### src/rtl/msp_pkg.sv
// ----------------------------------------------------------------------------
// msp_pkg
// Shared types and constants of the microslice pattern generator.
// ----------------------------------------------------------------------------
package msp_pkg;

    localparam int ELAPSED_W = 48;
    localparam int INDEX_W   = 64;
    localparam int SIZE_W    = 20;
    localparam int ADDR_W    = 24;
    localparam int CSUM_W    = 32;
    localparam int DELAY_W   = 32;
    localparam int SOURCE_W  = 16;
    localparam int MODE_W    = 3;
    localparam int PTABLE_W  = 28;
    localparam int CFG_IDX_W = 3;
    localparam int CFG_DATA_W = 48;

    // fill percentages
    localparam int PCT_W      = 7;
    localparam int PCT_VALUES = 128;
    localparam int PCT_DIV    = 100;

    // rate threshold multiplier
    localparam int RATE_CNT_W = 6;

    // mode flag bit positions
    localparam int MODE_RAMP   = 0;
    localparam int MODE_RANDOM = 1;
    localparam int MODE_FIXED  = 2;

    // result kinds
    localparam logic [1:0] KIND_NONE = 2'd0;
    localparam logic [1:0] KIND_WORD = 2'd1;
    localparam logic [1:0] KIND_DESC = 2'd2;

    // register indexes
    localparam logic [CFG_IDX_W-1:0] CFG_CONTENT_SIZE = 3'd0;
    localparam logic [CFG_IDX_W-1:0] CFG_DELAY        = 3'd1;
    localparam logic [CFG_IDX_W-1:0] CFG_REFILL       = 3'd2;
    localparam logic [CFG_IDX_W-1:0] CFG_MODE         = 3'd3;
    localparam logic [CFG_IDX_W-1:0] CFG_SOURCE       = 3'd4;
    localparam logic [CFG_IDX_W-1:0] CFG_PCT_TABLE    = 3'd5;

    // register reset values
    localparam logic [SIZE_W-1:0]    RST_CONTENT_SIZE = 20'd4096;
    localparam logic [DELAY_W-1:0]   RST_DELAY        = 32'd0;
    localparam logic [ELAPSED_W-1:0] RST_REFILL       = 48'd0;
    localparam logic [MODE_W-1:0]    RST_MODE         = 3'd1;
    localparam logic [SOURCE_W-1:0]  RST_SOURCE       = 16'd0;
    localparam logic [PTABLE_W-1:0]  RST_PCT_TABLE    = 28'd106956900;

    typedef struct packed {
        logic [ELAPSED_W-1:0] elapsed_ns;
        logic [INDEX_W-1:0]   read_data_index;
        logic [INDEX_W-1:0]   read_desc_index;
        logic [SIZE_W-1:0]    random_bytes;
    } msp_item_t;

    typedef struct packed {
        logic [SIZE_W-1:0]    content_size;
        logic [ELAPSED_W-1:0] refill_period_ns;
        logic [MODE_W-1:0]    mode_flags;
        logic [SOURCE_W-1:0]  source_index;
        logic [PTABLE_W-1:0]  percent_table;
    } msp_cfg_t;

    typedef struct packed {
        logic [1:0]         kind;
        logic [ADDR_W-1:0]  ring_address;
        logic [INDEX_W-1:0] data_word;
        logic [INDEX_W-1:0] slice_index;
        logic [CSUM_W-1:0]  checksum;
        logic [SIZE_W-1:0]  slice_size;
        logic [INDEX_W-1:0] slice_offset;
        logic               pattern_format;
    } msp_res_t;

    function automatic logic [PCT_W-1:0] pct_field(logic [PTABLE_W-1:0] tbl, logic [1:0] pos);
        pct_field = tbl[PCT_W*pos +: PCT_W];
    endfunction

endpackage

### src/rtl/microslice_pattern_generator_unit.sv
// ----------------------------------------------------------------------------
// microslice_pattern_generator_unit
// Writes microslices (ramp-pattern words when the ramp mode is set) and their descriptors
// into a data ring and a descriptor ring, paced by refill epochs and a descriptor rate limit.
//
//   channel  direction  signals
//   in       input      in_valid/in_ready, elapsed_ns, read_data_index,
//                       read_desc_index, random_bytes (one word per tick)
//   out      output     out_valid/out_ready, kind, ring_address, data_word,
//                       slice_index, checksum, slice_size, slice_offset,
//                       pattern_format
//   cfg      input      cfg_we, cfg_index, cfg_data
//
// One input word per cycle while neither the output nor the rate multiplier stalls;
// a result passes through the input register, then the result register.
// A write of delay_per_slice_ns holds the input while the rate threshold
// is recomputed one delay bit per cycle.
// Reset clears the ring positions and returns the sequencer to idle.
// A stalled output holds the result register and, behind it, the input word.
// ----------------------------------------------------------------------------
module microslice_pattern_generator_unit #(
    parameter int DATA_BYTES_LOG2   = 24,
    parameter int DESC_ENTRIES_LOG2 = 16,
    parameter int PCT_ENTRIES       = 4
) (
    input  logic                             clk,
    input  logic                             rst_n,
    input  logic                             cfg_we,
    input  logic [msp_pkg::CFG_IDX_W-1:0]    cfg_index,
    input  logic [msp_pkg::CFG_DATA_W-1:0]   cfg_data,
    input  logic                             in_valid,
    output logic                             in_ready,
    input  logic [msp_pkg::ELAPSED_W-1:0]    elapsed_ns,
    input  logic [msp_pkg::INDEX_W-1:0]      read_data_index,
    input  logic [msp_pkg::INDEX_W-1:0]      read_desc_index,
    input  logic [msp_pkg::SIZE_W-1:0]       random_bytes,
    output logic                             out_valid,
    input  logic                             out_ready,
    output logic [1:0]                       kind,
    output logic [msp_pkg::ADDR_W-1:0]       ring_address,
    output logic [msp_pkg::INDEX_W-1:0]      data_word,
    output logic [msp_pkg::INDEX_W-1:0]      slice_index,
    output logic [msp_pkg::CSUM_W-1:0]       checksum,
    output logic [msp_pkg::SIZE_W-1:0]       slice_size,
    output logic [msp_pkg::INDEX_W-1:0]      slice_offset,
    output logic                             pattern_format
);
    import msp_pkg::*;

    msp_cfg_t           cfg_reg;
    logic [DELAY_W-1:0] delay_reg;
    msp_item_t          item_reg;
    logic               in_vld_reg;
    logic               fire;
    logic               busy;
    logic               desc_step;
    logic               res_valid;
    logic               delay_load;
    logic [INDEX_W-1:0] threshold;
    logic [INDEX_W-1:0] desc_pos;
    msp_res_t           res;

    assign delay_load = cfg_we && cfg_index == CFG_DELAY;

    always_ff @(posedge clk or negedge rst_n)
    begin
        if (!rst_n)
        begin
            cfg_reg.content_size     <= RST_CONTENT_SIZE;
            cfg_reg.refill_period_ns <= RST_REFILL;
            cfg_reg.mode_flags       <= RST_MODE;
            cfg_reg.source_index     <= RST_SOURCE;
            cfg_reg.percent_table    <= RST_PCT_TABLE;
            delay_reg                <= RST_DELAY;
        end
        else if (cfg_we)
        begin
            unique case (cfg_index)
                CFG_CONTENT_SIZE: cfg_reg.content_size     <= cfg_data[SIZE_W-1:0];
                CFG_DELAY:        delay_reg                <= cfg_data[DELAY_W-1:0];
                CFG_REFILL:       cfg_reg.refill_period_ns <= cfg_data[ELAPSED_W-1:0];
                CFG_MODE:         cfg_reg.mode_flags       <= cfg_data[MODE_W-1:0];
                CFG_SOURCE:       cfg_reg.source_index     <= cfg_data[SOURCE_W-1:0];
                CFG_PCT_TABLE:    cfg_reg.percent_table    <= cfg_data[PTABLE_W-1:0];
                default:          ;
            endcase
        end
    end

    // the sequencer advances one word when one is held, the rate multiplier is idle and the result register can take it
    assign fire     = in_vld_reg && !busy && (!res_valid || out_ready);
    assign in_ready = !in_vld_reg || fire;

    always_ff @(posedge clk or negedge rst_n)
    begin
        if (!rst_n)
        begin
            in_vld_reg <= 1'b0;
        end
        else if (in_valid && in_ready)
        begin
            in_vld_reg <= 1'b1;
        end
        else if (fire)
        begin
            in_vld_reg <= 1'b0;
        end
    end

    always_ff @(posedge clk)
    begin
        if (in_valid && in_ready)
        begin
            item_reg.elapsed_ns      <= elapsed_ns;
            item_reg.read_data_index <= read_data_index;
            item_reg.read_desc_index <= read_desc_index;
            item_reg.random_bytes    <= random_bytes;
        end
    end

    msp_rate_mult u_rate (
        .clk        (clk),
        .rst_n      (rst_n),
        .load       (delay_load),
        .load_delay (cfg_data[DELAY_W-1:0]),
        .delay      (delay_reg),
        .desc_pos   (desc_pos),
        .step       (desc_step),
        .threshold  (threshold),
        .busy       (busy)
    );

    msp_core #(
        .DATA_BYTES_LOG2   (DATA_BYTES_LOG2),
        .DESC_ENTRIES_LOG2 (DESC_ENTRIES_LOG2),
        .PCT_ENTRIES       (PCT_ENTRIES)
    ) u_core (
        .clk       (clk),
        .rst_n     (rst_n),
        .fire      (fire),
        .out_ready (out_ready),
        .item      (item_reg),
        .cfg       (cfg_reg),
        .threshold (threshold),
        .desc_pos  (desc_pos),
        .desc_step (desc_step),
        .res_valid (res_valid),
        .res       (res)
    );

    assign out_valid      = res_valid;
    assign kind           = res.kind;
    assign ring_address   = res.ring_address;
    assign data_word      = res.data_word;
    assign slice_index    = res.slice_index;
    assign checksum       = res.checksum;
    assign slice_size     = res.slice_size;
    assign slice_offset   = res.slice_offset;
    assign pattern_format = res.pattern_format;

endmodule

### src/rtl/msp_rate_mult.sv
// ----------------------------------------------------------------------------
// msp_rate_mult
// Keeps the saturated descriptor rate threshold delay * descriptor count.
// Steps by one delay per descriptor; a delay write recomputes it bit-serially.
// ----------------------------------------------------------------------------
module msp_rate_mult (
    input  logic                          clk,
    input  logic                          rst_n,
    input  logic                          load,
    input  logic [msp_pkg::DELAY_W-1:0]   load_delay,
    input  logic [msp_pkg::DELAY_W-1:0]   delay,
    input  logic [msp_pkg::INDEX_W-1:0]   desc_pos,
    input  logic                          step,
    output logic [msp_pkg::INDEX_W-1:0]   threshold,
    output logic                          busy
);
    import msp_pkg::*;

    logic [INDEX_W-1:0]    req_reg, req_next;
    logic [DELAY_W-1:0]    bits_reg, bits_next;
    logic [RATE_CNT_W-1:0] cnt_reg, cnt_next;
    logic                  busy_reg, busy_next;
    logic                  sat_reg, sat_next;
    logic [INDEX_W+1:0]    mac;
    logic                  mac_ovf;
    logic [INDEX_W:0]      acc;

    always_comb
    begin
        // msb first: acc = 2*acc + bit*desc_pos
        mac      = {1'b0, req_reg, 1'b0} + (INDEX_W+2)'(bits_reg[DELAY_W-1] ? desc_pos : '0);
        mac_ovf  = |mac[INDEX_W+1:INDEX_W];
        acc      = {1'b0, req_reg} + (INDEX_W+1)'(delay);
        req_next  = req_reg;
        bits_next = bits_reg;
        cnt_next  = cnt_reg;
        busy_next = busy_reg;
        sat_next  = sat_reg;
        if (load)
        begin
            req_next  = '0;
            bits_next = load_delay;
            cnt_next  = RATE_CNT_W'(DELAY_W);
            busy_next = 1'b1;
            sat_next  = 1'b0;
        end
        else if (busy_reg)
        begin
            bits_next = {bits_reg[DELAY_W-2:0], 1'b0};
            cnt_next  = cnt_reg - 1'b1;
            sat_next  = sat_reg | mac_ovf;
            req_next  = mac[INDEX_W-1:0];
            if (cnt_reg == RATE_CNT_W'(1))
            begin
                busy_next = 1'b0;
                if (sat_reg || mac_ovf)
                begin
                    req_next = '1;
                end
            end
        end
        else if (step)
        begin
            req_next = acc[INDEX_W] ? '1 : acc[INDEX_W-1:0];
        end
    end

    always_ff @(posedge clk or negedge rst_n)
    begin
        if (!rst_n)
        begin
            req_reg  <= '0;
            bits_reg <= '0;
            cnt_reg  <= '0;
            busy_reg <= 1'b0;
            sat_reg  <= 1'b0;
        end
        else
        begin
            req_reg  <= req_next;
            bits_reg <= bits_next;
            cnt_reg  <= cnt_next;
            busy_reg <= busy_next;
            sat_reg  <= sat_next;
        end
    end

    assign threshold = req_reg;
    assign busy      = busy_reg;

`ifndef SYNTHESIS
    a_idle_count: assert property (@(posedge clk) disable iff (!rst_n)
        !busy_reg |-> cnt_reg == '0)
        else $error("rate multiplier idle with nonzero count");
    a_load_busy: assert property (@(posedge clk) disable iff (!rst_n)
        load |=> busy_reg && cnt_reg == RATE_CNT_W'(DELAY_W))
        else $error("rate multiplier did not start on delay write");
    a_count_down: assert property (@(posedge clk) disable iff (!rst_n)
        busy_reg && !load |=> cnt_reg == $past(cnt_reg) - 1'b1)
        else $error("rate multiplier count skipped");
`endif

endmodule

### src/rtl/msp_core.sv
// ----------------------------------------------------------------------------
// msp_core
// Slice sequencer and datapath: refill targets, slice start checks,
// ramp words, descriptors, and the result register.
// ----------------------------------------------------------------------------
module msp_core #(
    parameter int DATA_BYTES_LOG2   = 24,
    parameter int DESC_ENTRIES_LOG2 = 16,
    parameter int PCT_ENTRIES       = 4
) (
    input  logic                        clk,
    input  logic                        rst_n,
    input  logic                        fire,
    input  logic                        out_ready,
    input  msp_pkg::msp_item_t          item,
    input  msp_pkg::msp_cfg_t           cfg,
    input  logic [msp_pkg::INDEX_W-1:0] threshold,
    output logic [msp_pkg::INDEX_W-1:0] desc_pos,
    output logic                        desc_step,
    output logic                        res_valid,
    output msp_pkg::msp_res_t           res
);
    import msp_pkg::*;

    localparam int DTW = DATA_BYTES_LOG2 + 1;
    localparam int ETW = DESC_ENTRIES_LOG2 + 1;
    localparam int DAW = (DATA_BYTES_LOG2 < ADDR_W) ? DATA_BYTES_LOG2 : ADDR_W;
    localparam int EAW = (DESC_ENTRIES_LOG2 < ADDR_W) ? DESC_ENTRIES_LOG2 : ADDR_W;
    localparam logic [INDEX_W-1:0] DCAP = 64'd1 << DATA_BYTES_LOG2;
    localparam logic [INDEX_W-1:0] ECAP = 64'd1 << DESC_ENTRIES_LOG2;
    localparam logic [1:0] PCT_LAST = 2'(PCT_ENTRIES - 1);

    typedef enum logic [1:0] {
        PH_IDLE,
        PH_FILL,
        PH_WORDS,
        PH_DESC
    } phase_t;

    phase_t               phase_reg, phase_next;
    logic [INDEX_W-1:0]   wdp_reg, wdp_next;
    logic [INDEX_W-1:0]   wdesc_reg, wdesc_next;
    logic [SIZE_W-1:0]    wo_reg, wo_next;
    logic [CSUM_W-1:0]    cs_reg, cs_next;
    logic [SIZE_W-1:0]    size_reg, size_next;
    logic [INDEX_W-1:0]   soff_reg, soff_next;
    logic [DTW-1:0]       tgt_d_reg, tgt_d_next;
    logic [ETW-1:0]       tgt_e_reg, tgt_e_next;
    logic [ELAPSED_W-1:0] last_reg, last_next;
    logic [1:0]           pos_reg, pos_next;
    logic                 pat_reg, pat_next;
    logic                 out_vld_reg, out_vld_next;
    msp_res_t             res_reg, res_next;

    // share of capacity for each percentage, worked out at elaboration
    logic [DTW-1:0] dshare [PCT_VALUES];
    logic [ETW-1:0] eshare [PCT_VALUES];

    for (genvar p = 0; p < PCT_VALUES; p++)
    begin : g_share
        assign dshare[p] = DTW'((64'(p) << DATA_BYTES_LOG2) / 64'(PCT_DIV));
        assign eshare[p] = ETW'((64'(p) << DESC_ENTRIES_LOG2) / 64'(PCT_DIV));
    end

    logic [INDEX_W-1:0] used_d, used_e;
    logic               refill_due;
    logic [1:0]         pos_inc;
    logic [PCT_W-1:0]   pct_n, pct_0;
    logic [DTW-1:0]     sh_d_n, sh_d_0, fixed_d;
    logic [ETW-1:0]     sh_e_n, sh_e_0, fixed_e;
    logic [DTW:0]       fix_sum_d;
    logic [ETW:0]       fix_sum_e;
    logic               used_d_big, used_e_big;
    logic               fixed_mode;
    logic               hit_d_new, hit_e_new;
    logic [SIZE_W-1:0]  bytes;
    logic [INDEX_W:0]   ub;
    logic               space_fail_idle, space_fail_fill, space_fail;
    logic               rate_ok, desc_ok;
    logic               try_start, from_idle, start;
    logic               emit_word, emit_desc;
    logic [SIZE_W-1:0]  eff_wo, eff_size, wo_inc;
    logic [CSUM_W-1:0]  eff_cs;
    logic [INDEX_W-1:0] eff_soff, word;
    logic               eff_pat;
    logic               has_res;

    always_comb
    begin
        used_d     = wdp_reg - item.read_data_index;
        used_e     = wdesc_reg - item.read_desc_index;
        refill_due = ELAPSED_W'(item.elapsed_ns - last_reg) >= cfg.refill_period_ns;
        pos_inc    = (pos_reg == PCT_LAST) ? 2'd0 : pos_reg + 2'd1;
        pct_n      = pct_field(cfg.percent_table, pos_inc);
        pct_0      = pct_field(cfg.percent_table, 2'd0);
        sh_d_n     = dshare[pct_n];
        sh_d_0     = dshare[pct_0];
        sh_e_n     = eshare[pct_n];
        sh_e_0     = eshare[pct_0];
        fixed_mode = cfg.mode_flags[MODE_FIXED];
        used_d_big = used_d >= DCAP;
        used_e_big = used_e >= ECAP;

        // fixed increase: min(used + share, capacity)
        fix_sum_d = (DTW+1)'(used_d[DATA_BYTES_LOG2-1:0]) + (DTW+1)'(sh_d_0);
        fix_sum_e = (ETW+1)'(used_e[DESC_ENTRIES_LOG2-1:0]) + (ETW+1)'(sh_e_0);
        fixed_d   = (used_d_big || fix_sum_d > (DTW+1)'(DCAP)) ? DTW'(DCAP) : DTW'(fix_sum_d);
        fixed_e   = (used_e_big || fix_sum_e > (ETW+1)'(ECAP)) ? ETW'(ECAP) : ETW'(fix_sum_e);

        // use already at the new target, without waiting for the min above
        hit_d_new = fixed_mode ? (sh_d_0 == '0 || used_d_big) : (used_d >= INDEX_W'(sh_d_n));
        hit_e_new = fixed_mode ? (sh_e_0 == '0 || used_e_big) : (used_e >= INDEX_W'(sh_e_n));

        bytes = cfg.mode_flags[MODE_RANDOM] ? item.random_bytes : cfg.content_size;
        bytes = {bytes[SIZE_W-1:3], 3'b000};
        ub    = {1'b0, used_d} + (INDEX_W+1)'(bytes);

        space_fail_idle = fixed_mode
            ? (INDEX_W'(bytes) > INDEX_W'(sh_d_0) || ub > (INDEX_W+1)'(DCAP))
            : (ub > (INDEX_W+1)'(sh_d_n));
        space_fail_fill = ub > (INDEX_W+1)'(tgt_d_reg);
        rate_ok         = INDEX_W'(item.elapsed_ns) >= threshold;

        phase_next = phase_reg;
        wdp_next   = wdp_reg;
        wdesc_next = wdesc_reg;
        wo_next    = wo_reg;
        cs_next    = cs_reg;
        size_next  = size_reg;
        soff_next  = soff_reg;
        tgt_d_next = tgt_d_reg;
        tgt_e_next = tgt_e_reg;
        last_next  = last_reg;
        pos_next   = pos_reg;
        pat_next   = pat_reg;
        try_start  = 1'b0;
        from_idle  = 1'b0;
        start      = 1'b0;
        emit_word  = 1'b0;
        emit_desc  = 1'b0;
        has_res    = 1'b0;
        res_next   = '0;
        word       = '0;
        wo_inc     = '0;

        unique case (phase_reg)
            PH_IDLE:
            begin
                if (refill_due)
                begin
                    last_next  = item.elapsed_ns;
                    pos_next   = pos_inc;
                    tgt_d_next = fixed_mode ? fixed_d : sh_d_n;
                    tgt_e_next = fixed_mode ? fixed_e : sh_e_n;
                    if (!(hit_d_new || hit_e_new))
                    begin
                        try_start = 1'b1;
                        from_idle = 1'b1;
                    end
                end
            end
            PH_FILL:  try_start = 1'b1;
            PH_WORDS: emit_word = 1'b1;
            PH_DESC:  emit_desc = 1'b1;
            default:  phase_next = PH_IDLE;
        endcase

        space_fail = from_idle ? space_fail_idle : space_fail_fill;
        desc_ok    = from_idle || (used_e < INDEX_W'(tgt_e_reg));

        if (try_start)
        begin
            if (rate_ok && !space_fail && desc_ok)
            begin
                start     = 1'b1;
                size_next = bytes;
                soff_next = wdp_reg;
                wo_next   = '0;
                cs_next   = '0;
                pat_next  = cfg.mode_flags[MODE_RAMP];
                if (cfg.mode_flags[MODE_RAMP] && bytes != '0)
                begin
                    emit_word = 1'b1;
                end
                else
                begin
                    // payload left uninitialized, only the position moves
                    if (!cfg.mode_flags[MODE_RAMP])
                    begin
                        wdp_next = wdp_reg + INDEX_W'(bytes);
                    end
                    emit_desc = 1'b1;
                end
            end
            else
            begin
                phase_next = PH_IDLE;
            end
        end

        eff_wo   = start ? '0 : wo_reg;
        eff_cs   = start ? '0 : cs_reg;
        eff_size = start ? bytes : size_reg;
        eff_soff = start ? wdp_reg : soff_reg;
        eff_pat  = start ? cfg.mode_flags[MODE_RAMP] : pat_reg;

        if (emit_word)
        begin
            word   = {cfg.source_index, 28'd0, eff_wo};
            wo_inc = eff_wo + SIZE_W'(8);
            has_res               = 1'b1;
            res_next.kind         = KIND_WORD;
            res_next.ring_address = ADDR_W'(wdp_reg[DAW-1:0]);
            res_next.data_word    = word;
            cs_next    = eff_cs ^ word[31:0] ^ word[63:32];
            wdp_next   = wdp_reg + INDEX_W'(8);
            wo_next    = wo_inc;
            phase_next = (wo_inc >= eff_size) ? PH_DESC : PH_WORDS;
        end
        else if (emit_desc)
        begin
            has_res                 = 1'b1;
            res_next.kind           = KIND_DESC;
            res_next.ring_address   = ADDR_W'(wdesc_reg[EAW-1:0]);
            res_next.slice_index    = wdesc_reg;
            res_next.checksum       = eff_cs;
            res_next.slice_size     = eff_size;
            res_next.slice_offset   = eff_soff;
            res_next.pattern_format = eff_pat;
            wdesc_next = wdesc_reg + INDEX_W'(1);
            phase_next = PH_FILL;
        end

        if (fire && has_res)
        begin
            out_vld_next = 1'b1;
        end
        else if (out_ready)
        begin
            out_vld_next = 1'b0;
        end
        else
        begin
            out_vld_next = out_vld_reg;
        end
    end

    always_ff @(posedge clk or negedge rst_n)
    begin
        if (!rst_n)
        begin
            phase_reg   <= PH_IDLE;
            wdp_reg     <= '0;
            wdesc_reg   <= '0;
            wo_reg      <= '0;
            cs_reg      <= '0;
            size_reg    <= '0;
            soff_reg    <= '0;
            tgt_d_reg   <= '0;
            tgt_e_reg   <= '0;
            last_reg    <= '0;
            pos_reg     <= '0;
            pat_reg     <= 1'b0;
            out_vld_reg <= 1'b0;
        end
        else
        begin
            out_vld_reg <= out_vld_next;
            if (fire)
            begin
                phase_reg <= phase_next;
                wdp_reg   <= wdp_next;
                wdesc_reg <= wdesc_next;
                wo_reg    <= wo_next;
                cs_reg    <= cs_next;
                size_reg  <= size_next;
                soff_reg  <= soff_next;
                tgt_d_reg <= tgt_d_next;
                tgt_e_reg <= tgt_e_next;
                last_reg  <= last_next;
                pos_reg   <= pos_next;
                pat_reg   <= pat_next;
            end
        end
    end

    always_ff @(posedge clk)
    begin
        if (fire && has_res)
        begin
            res_reg <= res_next;
        end
    end

    assign desc_pos  = wdesc_reg;
    assign desc_step = fire && emit_desc;
    assign res_valid = out_vld_reg;
    assign res       = res_reg;

`ifndef SYNTHESIS
    a_words_exit: assert property (@(posedge clk) disable iff (!rst_n)
        fire && phase_reg == PH_WORDS |=> phase_reg == PH_WORDS || phase_reg == PH_DESC)
        else $error("word phase left without a descriptor");
    a_desc_count: assert property (@(posedge clk) disable iff (!rst_n)
        fire && phase_reg == PH_DESC |=> wdesc_reg == $past(wdesc_reg) + INDEX_W'(1))
        else $error("descriptor emitted without advancing the slot");
    a_hold_state: assert property (@(posedge clk) disable iff (!rst_n)
        !fire |=> $stable(wdp_reg) && $stable(wdesc_reg) && $stable(phase_reg))
        else $error("state moved without an accepted word");
    a_word_fields: assert property (@(posedge clk) disable iff (!rst_n)
        out_vld_reg && res_reg.kind == KIND_WORD |-> res_reg.slice_index == '0
            && res_reg.checksum == '0 && res_reg.pattern_format == 1'b0)
        else $error("data word carries descriptor fields");
`endif

endmodule

### config.mk
export PLATFORM = sky130hd
export DESIGN_NAME = microslice_pattern_generator_unit
export DESIGN_NICKNAME = d
export VERILOG_FILES = /design/src/rtl/msp_pkg.sv /design/src/rtl/microslice_pattern_generator_unit.sv /design/src/rtl/msp_rate_mult.sv /design/src/rtl/msp_core.sv
export SDC_FILE = /design/constraint.sdc
export NUM_CORES = 2
export LEC_CHECK = 0
export BUFFER_PORTS_ARGS = -buffer_cell sky130_fd_sc_hd__buf_2
export CORE_MARGIN = 2
export CORE_UTILIZATION = 28
export DETAILED_ROUTE_END_ITERATION = 10
export PLACE_DENSITY = 0.47
export SLEW_MARGIN = 40
export SYNTH_ARGS = -nofsm -noshare
export SYNTH_HDL_FRONTEND = slang
export SYNTH_SLANG_ARGS = --single-unit
export TNS_END_PERCENT = 1
### constraint.sdc
create_clock -name clk -period 35.4 [get_ports clk]
set_input_delay 0 -clock clk [delete_from_list [all_inputs] [get_ports clk]]
set_output_delay 0 -clock clk [all_outputs]
set_load 0.02 [all_outputs]
After elaboration in Yosys (flattened, before gate mapping)

Memory sizes are Yosys's and may differ from the RTL's.
Cells that the tools add are included.
Widths: inputs -> output; s select.

Register bits: 1076
Memory bits (read-only): 10752
Input port bits: 252
Output and inout port bits: 273
Word-level logic and storage cells: 220
Memories: 4

Add/sub/neg operators: 14
Multiply operators: 1
$lt $le $gt $ge: 16
Eq/ne operators: 13
Shift operators: 1
Muxes and demuxes: 77
Bitwise operators: 7
Reductions and logical operators: 49

Memories:

| name            | words | width | read ports | clocked after memory_dff | write ports | line           | RTL |
|---|---|---|---|---|---|---|---|
| (no name shown) | 128   | 25    | 1          | 0                        | 0           | msp_core.sv:96 | `sh_d_n = dshare[pct_n];` |
| (no name shown) | 128   | 25    | 1          | 0                        | 0           | msp_core.sv:97 | `sh_d_0 = dshare[pct_0];` |
| (no name shown) | 128   | 17    | 1          | 0                        | 0           | msp_core.sv:99 | `sh_e_0 = eshare[pct_0];` |
| (no name shown) | 128   | 17    | 1          | 0                        | 0           | msp_core.sv:98 | `sh_e_n = eshare[pct_n];` |

Operators by type and width:

| cell                  | count |
|---|---|
| $mux 64               | 13 |
| $mux 32               | 6 |
| $mux 25               | 6 |
| $gt 65x25->1          | 2 |
| $sub 64x64->64        | 2 |
| $mux 20               | 6 |
| $mux 17               | 6 |
| $add 65x66->66        | 1 |
| $add 64x20->65        | 1 |
| $add 64x32->65        | 1 |
| $gt 65x25->1 const B  | 1 |
| $add 64x1->64 const B | 1 |
| $add 64x20->64        | 1 |
| $add 64x4->64 const B | 1 |
| $ge 48x64->1          | 1 |
| $ge 64x17->1          | 1 |
| $ge 64x17->1 const B  | 1 |
| $ge 64x25->1          | 1 |
| $ge 64x25->1 const B  | 1 |
| $lt 64x17->1          | 1 |
| $ge 48x48->1          | 1 |
| $sub 48x48->48        | 1 |
| $xor 32x20->32        | 1 |
| $xor 32x32->32        | 1 |
| other kinds (43)      | 120 |

Depth between registers and ports, before layout

Word-level depth: 25
Depth in mapped cells: 61
Mapped depth without buffers: 59

By module

A second synthesis with hierarchy kept.

Cell total of the unflattened synthesis: 8683
Area, all modules: 77324.2 µm²

Modules (own cells, without submodules):

| module                            | instances | cells an instance | area each (µm²) | seq. area each (µm²) |
|---|---|---|---|---|
| msp_core                          | 1         | 6692              | 54507.3         | 15810.2 |
| microslice_pattern_generator_unit | 1         | 518               | 11489.8         | 9601.7 |
| msp_rate_mult                     | 1         | 1473              | 11327.1         | 2602.5 |

Worst setup path before layout

No wires, ideal clock.

Kind: reg2reg
Start point: register item_reg[148] (netlist name)
End point: register u_core.res_reg, in the netlist u_core.res[0] (enable)
Library setup time: 1.826 ns
Data arrival time: 11.383 ns
Required time: 33.574 ns
Slack: 22.191 ns
Cell stages (with the launch flop): 41
Buffers on the path: 1
Clock period less this slack: 13.209 ns
Cells stage by stage: edfxtp_1 inv_1 ha_1 inv_1 fa_1 a21o_1 a21oi_1 o21ai_0 a2111o_1 a21oi_1 a21boi_0 o31ai_1 o21ai_0 o41ai_1 o21ai_0 and2_1 nand2b_1 a311oi_1 [5 not listed] ha_1 nand4_1 nor2_1 nand4_1 or3_1 o31ai_1 nand2_1 nor4_1 o211ai_1 nor4_1 mux2_2 nor4bb_1 a31oi_1 or2_2 clkbuf_1 inv_1 nand2_1 nand2_1

Longest elaborated chain between the ends: 13
Elaborated cells on any way between the ends: 18
Those cells by class: 1 x add/sub; 2 x order compare; 10 x mux; 5 x reduce/logical

Ends and longest elaborated chain:

| what                            | line                                    | RTL |
|---|---|---|
| from (decl)                     | microslice_pattern_generator_unit.sv:52 | `msp_item_t item_reg;` |
| $sub 48x48->48                  | msp_core.sv:92                          | `refill_due = ELAPSED_W'(item.elapsed_ns - last_reg) >= cfg.refill_period_ns;` |
| $ge 48x48->1                    | msp_core.sv:92                          |  |
| $mux 1                          | msp_core.sv:149                         | `if (refill_due)` |
| $mux 1                          | msp_core.sv:146                         | `unique case (phase_reg)` |
| $mux 1                          | msp_core.sv:168                         | `space_fail = from_idle ? space_fail_idle : space_fail_fill;` |
| $logic_not 1->1                 | msp_core.sv:173                         | `if (rate_ok && !space_fail && desc_ok)` |
| $logic_and 1x1->1 (2 in series) | msp_core.sv:173                         |  |
| $mux 1                          | msp_core.sv:173                         |  |
| $mux 1                          | msp_core.sv:171                         | `if (try_start)` |
| $mux 1                          | msp_core.sv:220                         | `else if (emit_desc)` |
| $mux 1 (*)                      | msp_core.sv:207                         | `if (emit_word)` |
| $logic_and 1x1->1 (*)           | msp_core.sv:289                         | `if (fire && has_res)` |
| to (signal assigned)            | msp_core.sv:291                         | `res_reg <= res_next;` |
| to (decl)                       | msp_core.sv:53                          | `msp_res_t res_reg, res_next;` |

Every way passes the cells marked *; elsewhere a longest branch is shown, timed or not.
A chain may end at the register's enable or synchronous reset.

Worst setup path in the final report

Start point: register item_reg[148] (netlist name)
End point: register u_core.wdp_reg[63]

Longest elaborated chain between the ends: 12
Elaborated cells on any way between the ends: 19
Those cells by class: 1 x add/sub; 2 x order compare; 2 x eq/ne; 7 x mux; 7 x reduce/logical

Ends and longest elaborated chain:

| what                                                             | line            | RTL |
|---|---|---|
| $sub 48x48->48                                                   | msp_core.sv:92  |  |
| $ge 48x48->1                                                     | msp_core.sv:92  |  |
| $mux 1                                                           | msp_core.sv:149 |  |
| $mux 1                                                           | msp_core.sv:146 |  |
| $mux 1                                                           | msp_core.sv:168 |  |
| $logic_not 1->1                                                  | msp_core.sv:173 |  |
| $logic_and 1x1->1 (2 in series)                                  | msp_core.sv:173 |  |
| $mux 1                                                           | msp_core.sv:173 |  |
| $mux 1                                                           | msp_core.sv:171 |  |
| $ne 2x1->1 (no source line) or $reduce_bool 2->1 (tied branches) | n/a             |  |
| $reduce_and 5->1 (no source line)                                | n/a             |  |
| to (signal assigned)                                             | msp_core.sv:272 | `wdp_reg <= wdp_next;` |
| to (decl)                                                        | msp_core.sv:41  | `logic [INDEX_W-1:0] wdp_reg, wdp_next;` |

Several ways; a longest one is shown, not always the timed one.

==> run summary <==
Initial Util - 28.15%
Core Area - 268200 um2
Post-synthesis sequential area ratio - 36.89%
NumNets Final - 10410
Min cycle time layout - 14780 ps
Unique masters post-synth - 106
Clk sink count - 1027
# rows - 190
TritonCTS clock tree - built
Most frequent cell on the critical path - a21oi_1
Worst EP arrival - 15420 ps
Setup TNS - 0 ps
WS Path Type - reg -> reg
Die Ht - 523.2 um
Peak VDD IR - 0.00008989 V
Max incr delay on CP - 700 ps
Slew headroom - 26.52%
Largest net degree at the start of global routing - 148
Clk_skew - 87.13 ps
Actual slew at the worst max-slew pin - 1094 ps
Highest clock rate - 67.68 MHz
Synth area leaders - dfrtp_1 20%, edfxtp_1 17%, ha_1 10%
CP Data Required Time - 36050 ps
First-pass GRT wire length - 456000 um
Area growth, synth to finish - 21.11%
Hpwl dp - 236000 um
Met2 Track Usage GR - 36.58%
Clock slew at reported path FFs - 60 ps
Syn Area/Cell - 8.639 um2
CP max-delay cell - nand4bb_1
Bufs on Longest Clock Path - 4
Power Density - 95.57 nW/um2
Grt met3 use - 2.724%
Final Cycle Share - 41.74%
Routed Antenna Nets - 0
Synth top area share - 19.56%
CP delay by family, top - compound AO/OA/AOI/OAI gates
Port buffer count - 487
Status - finished clean
Global Route met1 Usage - 28.15%
# setup viols final - 0
Largest fanout on the critical path - 25
Avg WL per Cell - 23.56 um
Number of I/O pins - 525
Largest register FFs - 234
Placed Instance Area - 82090 um2
Total routing usage reported by global routing - 22.02%
Synth warn - 0
Worst skew pair latency - 850 ps
Via density - 5.300
WHS - 52.59 ps
Flops & latches, synth - 1027
WP buf/inv - 5
Yosys top cell by area - dfrtp_1
Die area - 273800 um2
Number of synthesized flops with an enable pin - 427
Placer Congestion - 0.9459
DRC viols - 0
Overflow left after global routing - 0
Via count - 69980
Starting DRC count in detailed routing - 5744
Root buf cell - clkbuf_16
Num CTS Buffers - 141
Post-CTS Setup Bufs - 0
Post-Syn Area - 75490 um2
Final Cell Area - 91420 um2
Top FF cell, synth - dfrtp_1
Asr flop ratio synth - 58.42%
Initial antenna violation count - 14
Gr busiest metal - met2
Final hold violation count - 0
Drt first pass iters - 7
Vias in the first global route - 68670
Die extent in x - 523.2 um
Total of max-cap violations - 0
Share of cells above drive strength 1 - 11.38%
WL final - 311100 um
Reg2reg setup slack - 20620 ps
Unrepaired setup endpoints after global routing - false
Worst setup EP type - flop
Lkg Pwr - 39.83 nW
Worst Setup Start Kind - flop
Max Slew Vio Count - 0
Post-synthesis instance total - 8738
Total Power - 8.737 mW
H-tree levels - 4
HP Class - in -> reg
## timing repair
item | 4_1_cts | 5_1_grt
hold buffers | 468 | 0
gates resized for setup | 0 | 0
hold endpoints to repair | 540 | 0
## Yosys cell counts (30+ instances only)
cell         n
xor2_1     143
xnor2_1    274
a21oi_1    719
a221oi_1    30
a31oi_1     67
mux2i_1     74
nor4_1      76
nor2_1     631
nor3_1     195
or3_1       41
and2_1     214
or2_2       35
inv_1      537
and3_1     131
nor2b_1     78
a211oi_1    81
o211ai_1    87
nand4_1    125
and4_1      30
clkbuf_1   355
o21ai_0    667
mux2_2      82
buf_4       38
dfrtp_1    590
o31ai_1     50
nand2b_1    96
nand3_1    186
ha_1       604
nand2_1   1050
edfxtp_1   427
buf_1       45
o21bai_1    73
a21o_1     222
o21a_1      93
## area by class of cell
| type | count | area, um2 |
|---|---|---|
| inverter | 541 | 2031 |
| timing repair buffer | 1086 | 8279 |
| tap | 3552 | 4444 |
| sequential | 1027 | 27850 |
| clock inverter | 59 | 533.0 |
| multi-input combinational | 6748 | 44330 |
| fill | 27830 | 176700 |
| clock buffer | 185 | 3939 |
| antenna | 7 | 17.52 |
## metrics by stage
step,util [%],cells,setup slack (ps)
2_1_floorplan,-,8771,22190
3_3_place_gp,30.50,12480,20210
3_5_place_dp,30.61,12480,20730
4_1_cts,34.03,13190,20650
5_1_grt,34.09,13200,19680
6_report,34.09,13210,20620
## metal layers
layer	routed length (um)	vias to the layer above
li1	-	33190
met1	133500	34280
met2	145000	2067
met3	14980	443
met4	17600	0
met5	0	-
## where the power goes
part           internal [mW]  switching [mW]  total [mW]
clock                  0.841           0.572        1.41
combinational           2.03            3.59        5.62
sequential              1.50           0.198        1.70
total                   4.38            4.36        8.74
## cells by family after synthesis
family | count (synthesis) | synth area share [%]
muxes | 177 | 2.717
and+or+nand+nor | 3015 | 19.31
other | 1 | 0.004968
xor gates and xnor gates | 417 | 4.838
DFF | 1027 | 36.89
adders and majority gates | 612 | 10.22
buffers and inverters | 996 | 5.186
AOI/OAI and AO/OA | 2493 | 20.83
## placed cells by master (no fill, tap or decap), types with 28 or more instances in the layout
cell           netlist  final
nand2_1           1050   1045
buf_4               38    113
dlygate4sd3_1        0    467
mux2_2              82     82
ha_1               604    603
o211ai_1            87     87
a221oi_1            30     30
xor2_1             143    143
o21bai_1            73     73
dfrtp_1            590    587
nor4_1              76     75
o21ai_0            667    659
or4_1               29     29
a211oi_1            81     81
a21oi_1            719    712
o21a_1              93     90
nor2_1             631    620
a31oi_1             67     65
o31ai_1             50     47
a2111oi_0           29     28
and4_1              30     30
and3_1             131    130
nor3_1             195    189
inv_1              537    536
a21boi_0            29     28
and2_1             214    212
buf_2               15    486
nor2b_1             78     78
nand2b_1            96     96
conb_1               1     34
mux2i_1             74     58
or2_2               35     36
clkbuf_16            0    145
nand3_1            186    186
or3_1               41     41
xnor2_1            274    272
a21o_1             222    222
edfxtp_1           427    427
nand4_1            125    125
## worst paths after layout
| check | startpoint | endpoint | depth (start not counted) |
|---|---|---|---|
| max | item_reg[148] | u_core.wdp_reg[63] | 61 |
| min | cfg_data[29] | cfg_reg[76] | 4 |
| max reg2reg | item_reg[148] | u_core.wdp_reg[63] | 61 |
| min reg2reg | u_core.soff_reg[51] | u_core.soff_reg[51] | 2 |
| max in group asynchronous | rst_n | cfg_reg[52] | 6 |
| min in group asynchronous | rst_n | cfg_reg[29] | 4 |
## worst reg2reg max path: cells and delay by family (launching register included)
| kind | cells | cell delay, ps |
|---|---|---|
| AOI/OAI and AO/OA | 36 | 7870 |
| adders and majority gates | 4 | 1310 |
| and+or+nand+nor | 13 | 3170 |
| buffers and inverters | 5 | 1210 |
| DFF | 1 | 400 |
| muxes | 1 | 380 |
| xor gates and xnor gates | 2 | 260 |
(Power assumes the default switching activity.)
